==> config.mk <==
export PLATFORM = sky130hd
export DESIGN_NAME = prefix_access_list_first_match_top
export DESIGN_NICKNAME = d
export VERILOG_FILES = /design/src/hw/rtl/palfm_pkg.sv /design/src/hw/rtl/prefix_access_list_first_match_top.sv /design/src/hw/rtl/palfm_ram.sv /design/src/hw/rtl/palfm_front.sv /design/src/hw/rtl/palfm_queue.sv /design/src/hw/rtl/palfm_back.sv
export SDC_FILE = /design/constraint.sdc
export NUM_CORES = 1
export LEC_CHECK = 0
export BUFFER_PORTS_ARGS = -buffer_cell sky130_fd_sc_hd__buf_2
export CAP_MARGIN = 5
export CORE_AREA = 4 4 266 268
export CTS_CLUSTER_SIZE = 24
export DETAILED_ROUTE_END_ITERATION = 6
export DIE_AREA = 0 0 270 272
export PLACE_DENSITY = 0.61
export SYNTH_ARGS = -nofsm -noshare
export SYNTH_HDL_FRONTEND = slang
export SYNTH_HIERARCHICAL = 1
export SYNTH_SLANG_ARGS = --single-unit
==> constraint.sdc <==
create_clock -name clk -period 15.72 [get_ports clk]
set_input_delay 2.358 -clock clk [delete_from_list [all_inputs] [get_ports clk]]
set_output_delay 2.358 -clock clk [all_outputs]
set_load 0.01 [all_outputs]
==> src/hw/rtl/palfm_pkg.sv <==
// Shared types, codes and helpers for the prefix access list block.
`timescale 1ns / 1ps
package palfm_pkg;

  localparam int RULE_SLOTS_DEF = 16;
  localparam int QUEUE_DEPTH    = 2;

  localparam int PREFIX_W    = 32;
  localparam int LEN_W       = 6;
  localparam int HIT_INDEX_W = 4;

  localparam logic [1:0] OP_APPEND = 2'd0;
  localparam logic [1:0] OP_DELETE = 2'd1;
  localparam logic [1:0] OP_APPLY  = 2'd2;

  localparam logic [1:0] ST_DONE      = 2'd0;
  localparam logic [1:0] ST_FULL      = 2'd1;
  localparam logic [1:0] ST_NOT_FOUND = 2'd2;

  typedef struct packed {
    logic [1:0]          op;
    logic [PREFIX_W-1:0] prefix;
    logic [LEN_W-1:0]    prefix_len;
    logic                action;
  } req_t;

  typedef struct packed {
    logic [1:0]             status;
    logic                   verdict;
    logic                   hit;
    logic [HIT_INDEX_W-1:0] hit_index;
  } rsp_t;

  typedef struct packed {
    logic [PREFIX_W-1:0] prefix;
    logic [LEN_W-1:0]    prefix_len;
    logic                action;
  } rule_t;

  typedef enum logic [3:0] {
    CMD_APPEND = 4'b0001,
    CMD_DELETE = 4'b0010,
    CMD_APPLY  = 4'b0100,
    CMD_IGNORE = 4'b1000
  } cmd_kind_t;

  typedef struct packed {
    cmd_kind_t kind;
    rule_t     rule;
  } cmd_t;

  function automatic cmd_kind_t classify(input logic [1:0] op);
    cmd_kind_t k;
    case (op)
      OP_APPEND: k = CMD_APPEND;
      OP_DELETE: k = CMD_DELETE;
      OP_APPLY:  k = CMD_APPLY;
      default:   k = CMD_IGNORE;
    endcase
    return k;
  endfunction

  // Network mask for a rule length; lengths past 32 compare all bits.
  function automatic logic [PREFIX_W-1:0] len_mask(input logic [LEN_W-1:0] len);
    logic [PREFIX_W-1:0] m;
    if (len == '0) begin
      m = '0;
    end else if (len >= LEN_W'(PREFIX_W)) begin
      m = '1;
    end else begin
      m = ~({PREFIX_W{1'b1}} >> len);
    end
    return m;
  endfunction

endpackage

==> src/hw/rtl/prefix_access_list_first_match_top.sv <==
// Top level of the prefix access list: front stage, command queue and rule engine.
// A request passes the front register and queue, is popped in S_IDLE and answered from S_EMIT,
// which rsp_stall can hold. An apply reads and compares (S_SCAN_RD, S_SCAN_CMP) each rule
// up to and including the first hit; a delete scans to the match, then moves later rules up
// (S_SHIFT_RD, S_SHIFT_WR). One request runs in the engine at a time; the front register and
// the 2-entry queue hold up to 3 waiting requests before req_stall rises.
// Reset (rst, synchronous) empties the list and queue; rule memory contents stay undefined.
`timescale 1ns / 1ps
module prefix_access_list_first_match_top #(
  parameter int RULE_SLOTS = palfm_pkg::RULE_SLOTS_DEF
) (
  input  logic            clk,
  input  logic            rst,
  input  logic            req_valid,
  output logic            req_stall,
  input  palfm_pkg::req_t req,
  output logic            rsp_valid,
  input  logic            rsp_stall,
  output palfm_pkg::rsp_t rsp
);

  // Front to queue: one classified command per push.
  logic            push;
  palfm_pkg::cmd_t push_cmd;
  logic            queue_full;

  // Queue to engine: head of queue, popped when the engine is idle.
  logic            head_valid;
  palfm_pkg::cmd_t head;
  logic            pop;

  // Register the request and tag it as append, delete, apply or ignore.
  palfm_front u_front (
    .clk        (clk),
    .rst        (rst),
    .req_valid  (req_valid),
    .req_stall  (req_stall),
    .req        (req),
    .push       (push),
    .push_cmd   (push_cmd),
    .queue_full (queue_full)
  );

  // Hold commands while the engine is busy scanning or shifting.
  palfm_queue u_queue (
    .clk        (clk),
    .rst        (rst),
    .push       (push),
    .push_cmd   (push_cmd),
    .full       (queue_full),
    .pop        (pop),
    .head_valid (head_valid),
    .head       (head)
  );

  // Carry out each command against the ordered rule list and register the response.
  palfm_back #(
    .RULE_SLOTS (RULE_SLOTS)
  ) u_back (
    .clk       (clk),
    .rst       (rst),
    .cmd_valid (head_valid),
    .cmd       (head),
    .cmd_pop   (pop),
    .rsp_valid (rsp_valid),
    .rsp_stall (rsp_stall),
    .rsp       (rsp)
  );

endmodule

==> src/hw/rtl/palfm_ram.sv <==
// Generic single-write, single-read RAM with registered read data.
`timescale 1ns / 1ps
module palfm_ram #(
  parameter int WIDTH = 8,
  parameter int DEPTH = 16
) (
  input  logic                                   clk,
  input  logic                                   we,
  input  logic [((DEPTH > 1) ? $clog2(DEPTH) : 1)-1:0] waddr,
  input  logic [WIDTH-1:0]                       wdata,
  input  logic                                   re,
  input  logic [((DEPTH > 1) ? $clog2(DEPTH) : 1)-1:0] raddr,
  output logic [WIDTH-1:0]                       rdata
);

  logic [WIDTH-1:0] mem [DEPTH];

  always_ff @(posedge clk) begin
    if (we) begin
      mem[waddr] <= wdata;
    end
    if (re) begin
      rdata <= mem[raddr];
    end
  end

endmodule

==> src/hw/rtl/palfm_front.sv <==
// Front stage: takes requests, classifies the opcode and hands commands to the queue.
`timescale 1ns / 1ps
module palfm_front (
  input  logic              clk,
  input  logic              rst,
  input  logic              req_valid,
  output logic              req_stall,
  input  palfm_pkg::req_t   req,
  output logic              push,
  output palfm_pkg::cmd_t   push_cmd,
  input  logic              queue_full
);

  logic            hold;
  logic            hold_next;
  logic            accept;
  palfm_pkg::cmd_t cmd;

  assign req_stall = hold && queue_full;
  assign accept    = req_valid && !req_stall;
  assign push      = hold && !queue_full;
  assign push_cmd  = cmd;

  always_comb begin
    hold_next = hold;
    if (accept) begin
      hold_next = 1'b1;
    end else if (push) begin
      hold_next = 1'b0;
    end
  end

  always_ff @(posedge clk) begin
    if (rst) begin
      hold <= 1'b0;
    end else begin
      hold <= hold_next;
    end
    if (accept) begin
      cmd.kind            <= palfm_pkg::classify(req.op);
      cmd.rule.prefix     <= req.prefix;
      cmd.rule.prefix_len <= req.prefix_len;
      cmd.rule.action     <= req.action;
    end
  end

endmodule

==> src/hw/rtl/palfm_queue.sv <==
// Short command queue between the front stage and the rule engine.
`timescale 1ns / 1ps
module palfm_queue (
  input  logic            clk,
  input  logic            rst,
  input  logic            push,
  input  palfm_pkg::cmd_t push_cmd,
  output logic            full,
  input  logic            pop,
  output logic            head_valid,
  output palfm_pkg::cmd_t head
);

  localparam int PTR_W  = (palfm_pkg::QUEUE_DEPTH > 1) ? $clog2(palfm_pkg::QUEUE_DEPTH) : 1;
  localparam int FILL_W = $clog2(palfm_pkg::QUEUE_DEPTH + 1);
  localparam logic [PTR_W-1:0]  LAST_PTR = PTR_W'(palfm_pkg::QUEUE_DEPTH - 1);
  localparam logic [FILL_W-1:0] FULL_FILL = FILL_W'(palfm_pkg::QUEUE_DEPTH);

  palfm_pkg::cmd_t   slots [palfm_pkg::QUEUE_DEPTH];
  logic [PTR_W-1:0]  wptr;
  logic [PTR_W-1:0]  rptr;
  logic [FILL_W-1:0] fill;
  logic              do_push;
  logic              do_pop;

  assign full       = (fill == FULL_FILL);
  assign head_valid = (fill != '0);
  assign head       = slots[rptr];
  assign do_push    = push && !full;
  assign do_pop     = pop && head_valid;

  always_ff @(posedge clk) begin
    if (rst) begin
      wptr <= '0;
      rptr <= '0;
      fill <= '0;
    end else begin
      if (do_push) begin
        wptr <= (wptr == LAST_PTR) ? '0 : wptr + 1'b1;
      end
      if (do_pop) begin
        rptr <= (rptr == LAST_PTR) ? '0 : rptr + 1'b1;
      end
      if (do_push && !do_pop) begin
        fill <= fill + 1'b1;
      end else if (do_pop && !do_push) begin
        fill <= fill - 1'b1;
      end
    end
    if (do_push) begin
      slots[wptr] <= push_cmd;
    end
  end

endmodule

==> src/hw/rtl/palfm_back.sv <==
// Rule engine: owns the rule memory and the count, runs append, delete and apply.
`timescale 1ns / 1ps
module palfm_back #(
  parameter int RULE_SLOTS = palfm_pkg::RULE_SLOTS_DEF
) (
  input  logic            clk,
  input  logic            rst,
  input  logic            cmd_valid,
  input  palfm_pkg::cmd_t cmd,
  output logic            cmd_pop,
  output logic            rsp_valid,
  input  logic            rsp_stall,
  output palfm_pkg::rsp_t rsp
);

  localparam int IDX_W  = (RULE_SLOTS > 1) ? $clog2(RULE_SLOTS) : 1;
  localparam int CNT_W  = $clog2(RULE_SLOTS + 1);
  localparam int RULE_W = $bits(palfm_pkg::rule_t);
  localparam logic [CNT_W:0] SLOTS_EXT = (CNT_W + 1)'(RULE_SLOTS);

  typedef enum logic [5:0] {
    S_IDLE     = 6'b000001,
    S_SCAN_RD  = 6'b000010,
    S_SCAN_CMP = 6'b000100,
    S_SHIFT_RD = 6'b001000,
    S_SHIFT_WR = 6'b010000,
    S_EMIT     = 6'b100000
  } state_t;

  state_t            state;
  state_t            state_next;
  logic [CNT_W-1:0]  count;
  logic [CNT_W-1:0]  count_next;
  logic [IDX_W-1:0]  idx;
  logic [IDX_W-1:0]  idx_next;
  palfm_pkg::cmd_t   cur;
  palfm_pkg::rsp_t   res;
  palfm_pkg::rsp_t   res_next;

  logic              ram_we;
  logic [IDX_W-1:0]  ram_waddr;
  logic [RULE_W-1:0] ram_wdata;
  logic              ram_re;
  logic [IDX_W-1:0]  ram_raddr;
  logic [RULE_W-1:0] ram_rdata;

  palfm_pkg::rule_t  rd_rule;
  logic [CNT_W:0]    idx_inc;
  logic [CNT_W:0]    count_ext;
  logic              more;
  logic              more_shift;
  logic              apply_match;
  logic              del_match;
  logic              out_free;

  palfm_ram #(
    .WIDTH (RULE_W),
    .DEPTH (RULE_SLOTS)
  ) u_rules (
    .clk   (clk),
    .we    (ram_we),
    .waddr (ram_waddr),
    .wdata (ram_wdata),
    .re    (ram_re),
    .raddr (ram_raddr),
    .rdata (ram_rdata)
  );

  assign rd_rule    = palfm_pkg::rule_t'(ram_rdata);
  assign idx_inc    = (CNT_W + 1)'(idx) + 1'b1;
  assign count_ext  = {1'b0, count};
  assign more       = idx_inc < count_ext;
  assign more_shift = (idx_inc + 1'b1) < count_ext;
  assign out_free   = !rsp_valid || !rsp_stall;
  assign cmd_pop    = (state == S_IDLE) && cmd_valid;

  assign apply_match = (rd_rule.prefix_len <= cur.rule.prefix_len) &&
                       (((rd_rule.prefix ^ cur.rule.prefix) &
                         palfm_pkg::len_mask(rd_rule.prefix_len)) == '0);
  assign del_match   = (rd_rule == cur.rule);

  always_comb begin
    state_next = state;
    count_next = count;
    idx_next   = idx;
    res_next   = res;
    ram_we     = 1'b0;
    ram_waddr  = idx;
    ram_wdata  = cur.rule;
    ram_re     = 1'b0;
    ram_raddr  = idx;
    case (state)
      S_IDLE: begin
        if (cmd_valid) begin
          res_next = '0;
          idx_next = '0;
          case (cmd.kind)
            palfm_pkg::CMD_APPEND: begin
              if (count_ext >= SLOTS_EXT) begin
                res_next.status = palfm_pkg::ST_FULL;
              end else begin
                ram_we     = 1'b1;
                ram_waddr  = count[IDX_W-1:0];
                ram_wdata  = cmd.rule;
                count_next = count + 1'b1;
              end
              state_next = S_EMIT;
            end
            palfm_pkg::CMD_DELETE: begin
              if (count == '0) begin
                res_next.status = palfm_pkg::ST_NOT_FOUND;
                state_next      = S_EMIT;
              end else begin
                state_next = S_SCAN_RD;
              end
            end
            palfm_pkg::CMD_APPLY: begin
              state_next = (count == '0) ? S_EMIT : S_SCAN_RD;
            end
            default: begin
              state_next = S_EMIT;
            end
          endcase
        end
      end
      S_SCAN_RD: begin
        ram_re     = 1'b1;
        ram_raddr  = idx;
        state_next = S_SCAN_CMP;
      end
      S_SCAN_CMP: begin
        case (cur.kind)
          palfm_pkg::CMD_APPLY: begin
            if (apply_match) begin
              res_next.verdict   = rd_rule.action;
              res_next.hit       = 1'b1;
              res_next.hit_index = palfm_pkg::HIT_INDEX_W'(idx);
              state_next         = S_EMIT;
            end else if (more) begin
              idx_next   = idx + 1'b1;
              state_next = S_SCAN_RD;
            end else begin
              state_next = S_EMIT;
            end
          end
          palfm_pkg::CMD_DELETE: begin
            if (del_match) begin
              if (more) begin
                state_next = S_SHIFT_RD;
              end else begin
                count_next      = count - 1'b1;
                res_next.status = palfm_pkg::ST_DONE;
                state_next      = S_EMIT;
              end
            end else if (more) begin
              idx_next   = idx + 1'b1;
              state_next = S_SCAN_RD;
            end else begin
              res_next.status = palfm_pkg::ST_NOT_FOUND;
              state_next      = S_EMIT;
            end
          end
          default: begin
            state_next = S_EMIT;
          end
        endcase
      end
      S_SHIFT_RD: begin
        ram_re     = 1'b1;
        ram_raddr  = idx_inc[IDX_W-1:0];
        state_next = S_SHIFT_WR;
      end
      S_SHIFT_WR: begin
        ram_we    = 1'b1;
        ram_waddr = idx;
        ram_wdata = ram_rdata;
        idx_next  = idx + 1'b1;
        if (more_shift) begin
          state_next = S_SHIFT_RD;
        end else begin
          count_next      = count - 1'b1;
          res_next.status = palfm_pkg::ST_DONE;
          state_next      = S_EMIT;
        end
      end
      S_EMIT: begin
        if (out_free) begin
          state_next = S_IDLE;
        end
      end
      default: begin
        state_next = S_IDLE;
      end
    endcase
  end

  always_ff @(posedge clk) begin
    if (rst) begin
      state     <= S_IDLE;
      count     <= '0;
      rsp_valid <= 1'b0;
    end else begin
      state <= state_next;
      count <= count_next;
      if (state == S_EMIT && out_free) begin
        rsp_valid <= 1'b1;
      end else if (!rsp_stall) begin
        rsp_valid <= 1'b0;
      end
    end
    idx <= idx_next;
    res <= res_next;
    if (cmd_pop) begin
      cur <= cmd;
    end
    if (state == S_EMIT && out_free) begin
      rsp <= res;
    end
  end

  a_count_bound : assert property (@(posedge clk) disable iff (rst)
    count_ext <= SLOTS_EXT)
    else $error("rule count above slot count");

  a_full_append_keeps_count : assert property (@(posedge clk) disable iff (rst)
    (state == S_IDLE && cmd_valid && cmd.kind == palfm_pkg::CMD_APPEND &&
     count_ext == SLOTS_EXT) |=> (count == $past(count)))
    else $error("append on full list changed the count");

  a_miss_fields_clear : assert property (@(posedge clk) disable iff (rst)
    (rsp_valid && !rsp.hit) |-> (!rsp.verdict && rsp.hit_index == '0))
    else $error("miss response carries verdict or index");

  a_status_no_hit : assert property (@(posedge clk) disable iff (rst)
    (rsp_valid && rsp.status != palfm_pkg::ST_DONE) |-> !rsp.hit)
    else $error("error status together with a hit");

  a_shift_order : assert property (@(posedge clk) disable iff (rst)
    (state == S_SHIFT_WR) |-> ($past(state) == S_SHIFT_RD))
    else $error("shift write without a preceding read");

endmodule
==> metrics.csv <==
metric,value,unit
wl_per_cell,28.51,um
vias_per_cell,6.106,
grt_pass1_vias,17010,
switchingPower,0.002072,W
nets,1884,
initial_utilization,0.4976,
place_ws,10690,ps
cts.sinks,873,
use_met3,0.06924,
path_clk_slew,60,ps
finalSetupViolCount,0,
worstSetupEndpointType,register,
first_pass_iters,5,
synth-seq-area-share,0.7655,
ys_types,65,
met1_usage,0.3285,
overflow,0,
peakVddDrop,0.0001193,V
synth_edf_count,855,
hp-class,register to register,
tritoncts,done,
layout.area.seq,26040,um^2
fp.dieArea,73440,um^2
ys_warn_count,6,
coreArea,68350,um^2
synth_area_leader_cell,edfxtp_1,
synthToLayoutAreaGrowth,12.68,%
finalCriticalPeriod,4990,ps
synth.avg_cell_area,19.82,um^2
synth_top_area_frac,0.7549,
die_h,272,um
grt_use_total,0.2163,
cts_buffers,90,
hold_buffers,0,
routed-via-count,16930,
yosysMostFrequentCell,edfxtp_1,
slowest_stage,nor3_2,
portBuffers,54,
cellPowerDensity,178.4,nW/um^2
critPathLaunchType,register,
drc,0,
wl,79.04,mm
crit_top_cell,buf_4,
rsz0062_at_grt,no,
htreeDepth,3,
final_max_slew_viol_count,0,
num_io_pins,55,
place_congestion,0.8629,
clockRootBuffer,clkbuf_16,
cp.arrival,5250,ps
grt_pass1_wl,116.0,mm
clock_path_buffers,3,
cts-resized-gates,0,
multi_input_area,7665,um^2
setup_slack,10730,ps
synth_ff_type,edfxtp_1,
critPathMaxFanout,46,
worst_pin_slew,1310,ps
yosys_register_bits,873,
grtUsageMet2,0.3060,
drtIter0Drc,1817,
clkPwrFrac,0.304,
power_leakage,12.40,nW
criticalPathCategory,register to register,
fin_util,0.5607,
ys_top_cells_by_count,"855 x edfxtp_1, 156 x mux4_2, 129 x nand2_1, 119 x a22oi_1, 50 x nor2_1",
fin_tns_setup,0,ps
clock_latency,630,ps
antenna_left,0,
fin_crit_sh,0.3174,
synthesis.area,34010,um^2
holdPathStages,0,
num_rows,96,
cap_viol_max_count,0,
max_freq,200.4,MHz
status,"complete, no violations",
r2r_cells,10,
p_int,0.004764,W
drive_above_1_share,0.2440,
p_comb_frac,0.254,
synthTopCellsByArea,"edfxtp_1 75%, mux4_2 10%, a22oi_1 2.6%",
grt_max_degree,91,
fillerInstances,5000,
async_flop_share,0,
swShare,0.3031,
dp_hpwl,49.37,mm
final-hold-violation-count,0,
cp_slowest_stage_delay,1030,ps
worst_hold_slack,416.2,ps
gr-max-usage-layer,met1,
relSlewSlack,0.1208,
die_w,270,um
seq_power_share,0.442,
fin_skew,30.49,ps
synth_nets,1783,
cp_cell_sequence,"mux2_2, or4b_1, nor4_4, buf_4, nor2_4, buf_4, inv_1, nand3b_1, nor3_2, buf_4",
worstPathRequired,15980,ps
synth_cells,1716,
antenna_found_initial,2,
post_cts_buffers,0,
[final cells by class]
cell class / count / area share
antenna: 1 / 0.00006530
clock buffer: 106 / 0.06200
clock inverter: 58 / 0.01397
inverter: 23 / 0.002253
multi-input combinational: 744 / 0.2000
sequential: 873 / 0.6794
tap: 882 / 0.02880
timing repair buffer: 85 / 0.01345
[flip-flops by register name, summed over array words and instances, names as in the netlist, named ones only]
register	flops
u_back/u_rules/rdata	39
u_queue/fill	2
u_front/hold	1
u_back/state	6
u_back/rsp_valid	1
u_queue/slots	86
u_back/count	5
u_back/u_rules/mem	624
u_back/idx	4
u_front/push_cmd	43
u_queue/wptr	1
u_back/cur	43
u_back/rsp	8
u_back/res	8
u_queue/rptr	1
[kinds of logic after synthesis]
family                   synth area share
XOR/XNOR                          0.01288
AO/OA/AOI/OAI                     0.04098
buffers and inverters             0.01420
adder cells (fa/ha/maj)          0.008903
multiplexers                       0.1191
AND/OR/NAND/NOR                   0.03837
flip-flops                         0.7655
[stage by stage]
step / total power (W) / cell area [um^2] / std cells
2_1_floorplan: 0.004179 / 34010 / 1716
3_3_place_gp: 0.004774 / 35390 / 2605
3_5_place_dp: 0.004811 / 35390 / 2605
4_1_cts: 0.006892 / 38300 / 2769
5_1_grt: 0.007141 / 38320 / 2771
6_report: 0.006836 / 38320 / 2772
[layout by cell type (no fill, tap or decap), types with 16 or more instances in the layout]
| cell | synthesis | routed |
|---|---|---|
| mux4_2 | 156 | 156 |
| xnor2_1 | 18 | 17 |
| nor2_1 | 50 | 36 |
| clkinv_1 | 0 | 21 |
| clkinv_2 | 0 | 16 |
| clkbuf_16 | 0 | 93 |
| nand2_1 | 129 | 128 |
| xor2_1 | 32 | 32 |
| inv_1 | 22 | 20 |
| a22oi_1 | 119 | 119 |
| buf_2 | 8 | 54 |
| edfxtp_1 | 855 | 855 |
| dfxtp_1 | 18 | 17 |
| a21oi_1 | 18 | 18 |
| buf_4 | 11 | 30 |
| mux2_2 | 46 | 46 |
| ha_1 | 21 | 21 |
[per-layer routing]
metal  vias to the layer above  wire length (um)
met1                      8847             34510
met2                       749             34470
met4                         0              1600
met5                         -                 0
li1                       7226                 -
met3                       105              8461
[worst paths after layout]
path	startpoint	to	slack [ps]
worst max-delay path	register	u_back/u_rules/mem[8][7]	10730
worst max register to register	register	u_back/u_rules/mem[8][7]	10730
worst min register to register	u_back/res[4]	u_back/rsp[4]	420
worst min-delay path	u_back/res[4]	u_back/rsp[4]	420
[power groups by stage]
| stage | Sequential [W] | Combinational, W | Clock [W] |
|---|---|---|---|
| after floorplan | 0.00303 | 0.00114 | 0 |
| after global placement | 0.00307 | 0.00171 | 0 |
| after detailed placement | 0.00307 | 0.00174 | 0 |
| after CTS | 0.00302 | 0.00174 | 0.00212 |
| after global routing | 0.00304 | 0.00188 | 0.00223 |
| final | 0.00302 | 0.00174 | 0.00208 |
[critical path, delay by kind of cell, from the launching register on]
kind | cells | cell delay [ps]
flops | 1 | 380
simple gates | 5 | 2200
buf+inv | 4 | 1610
mux | 1 | 380
Power figures use the tool's default switching activity.
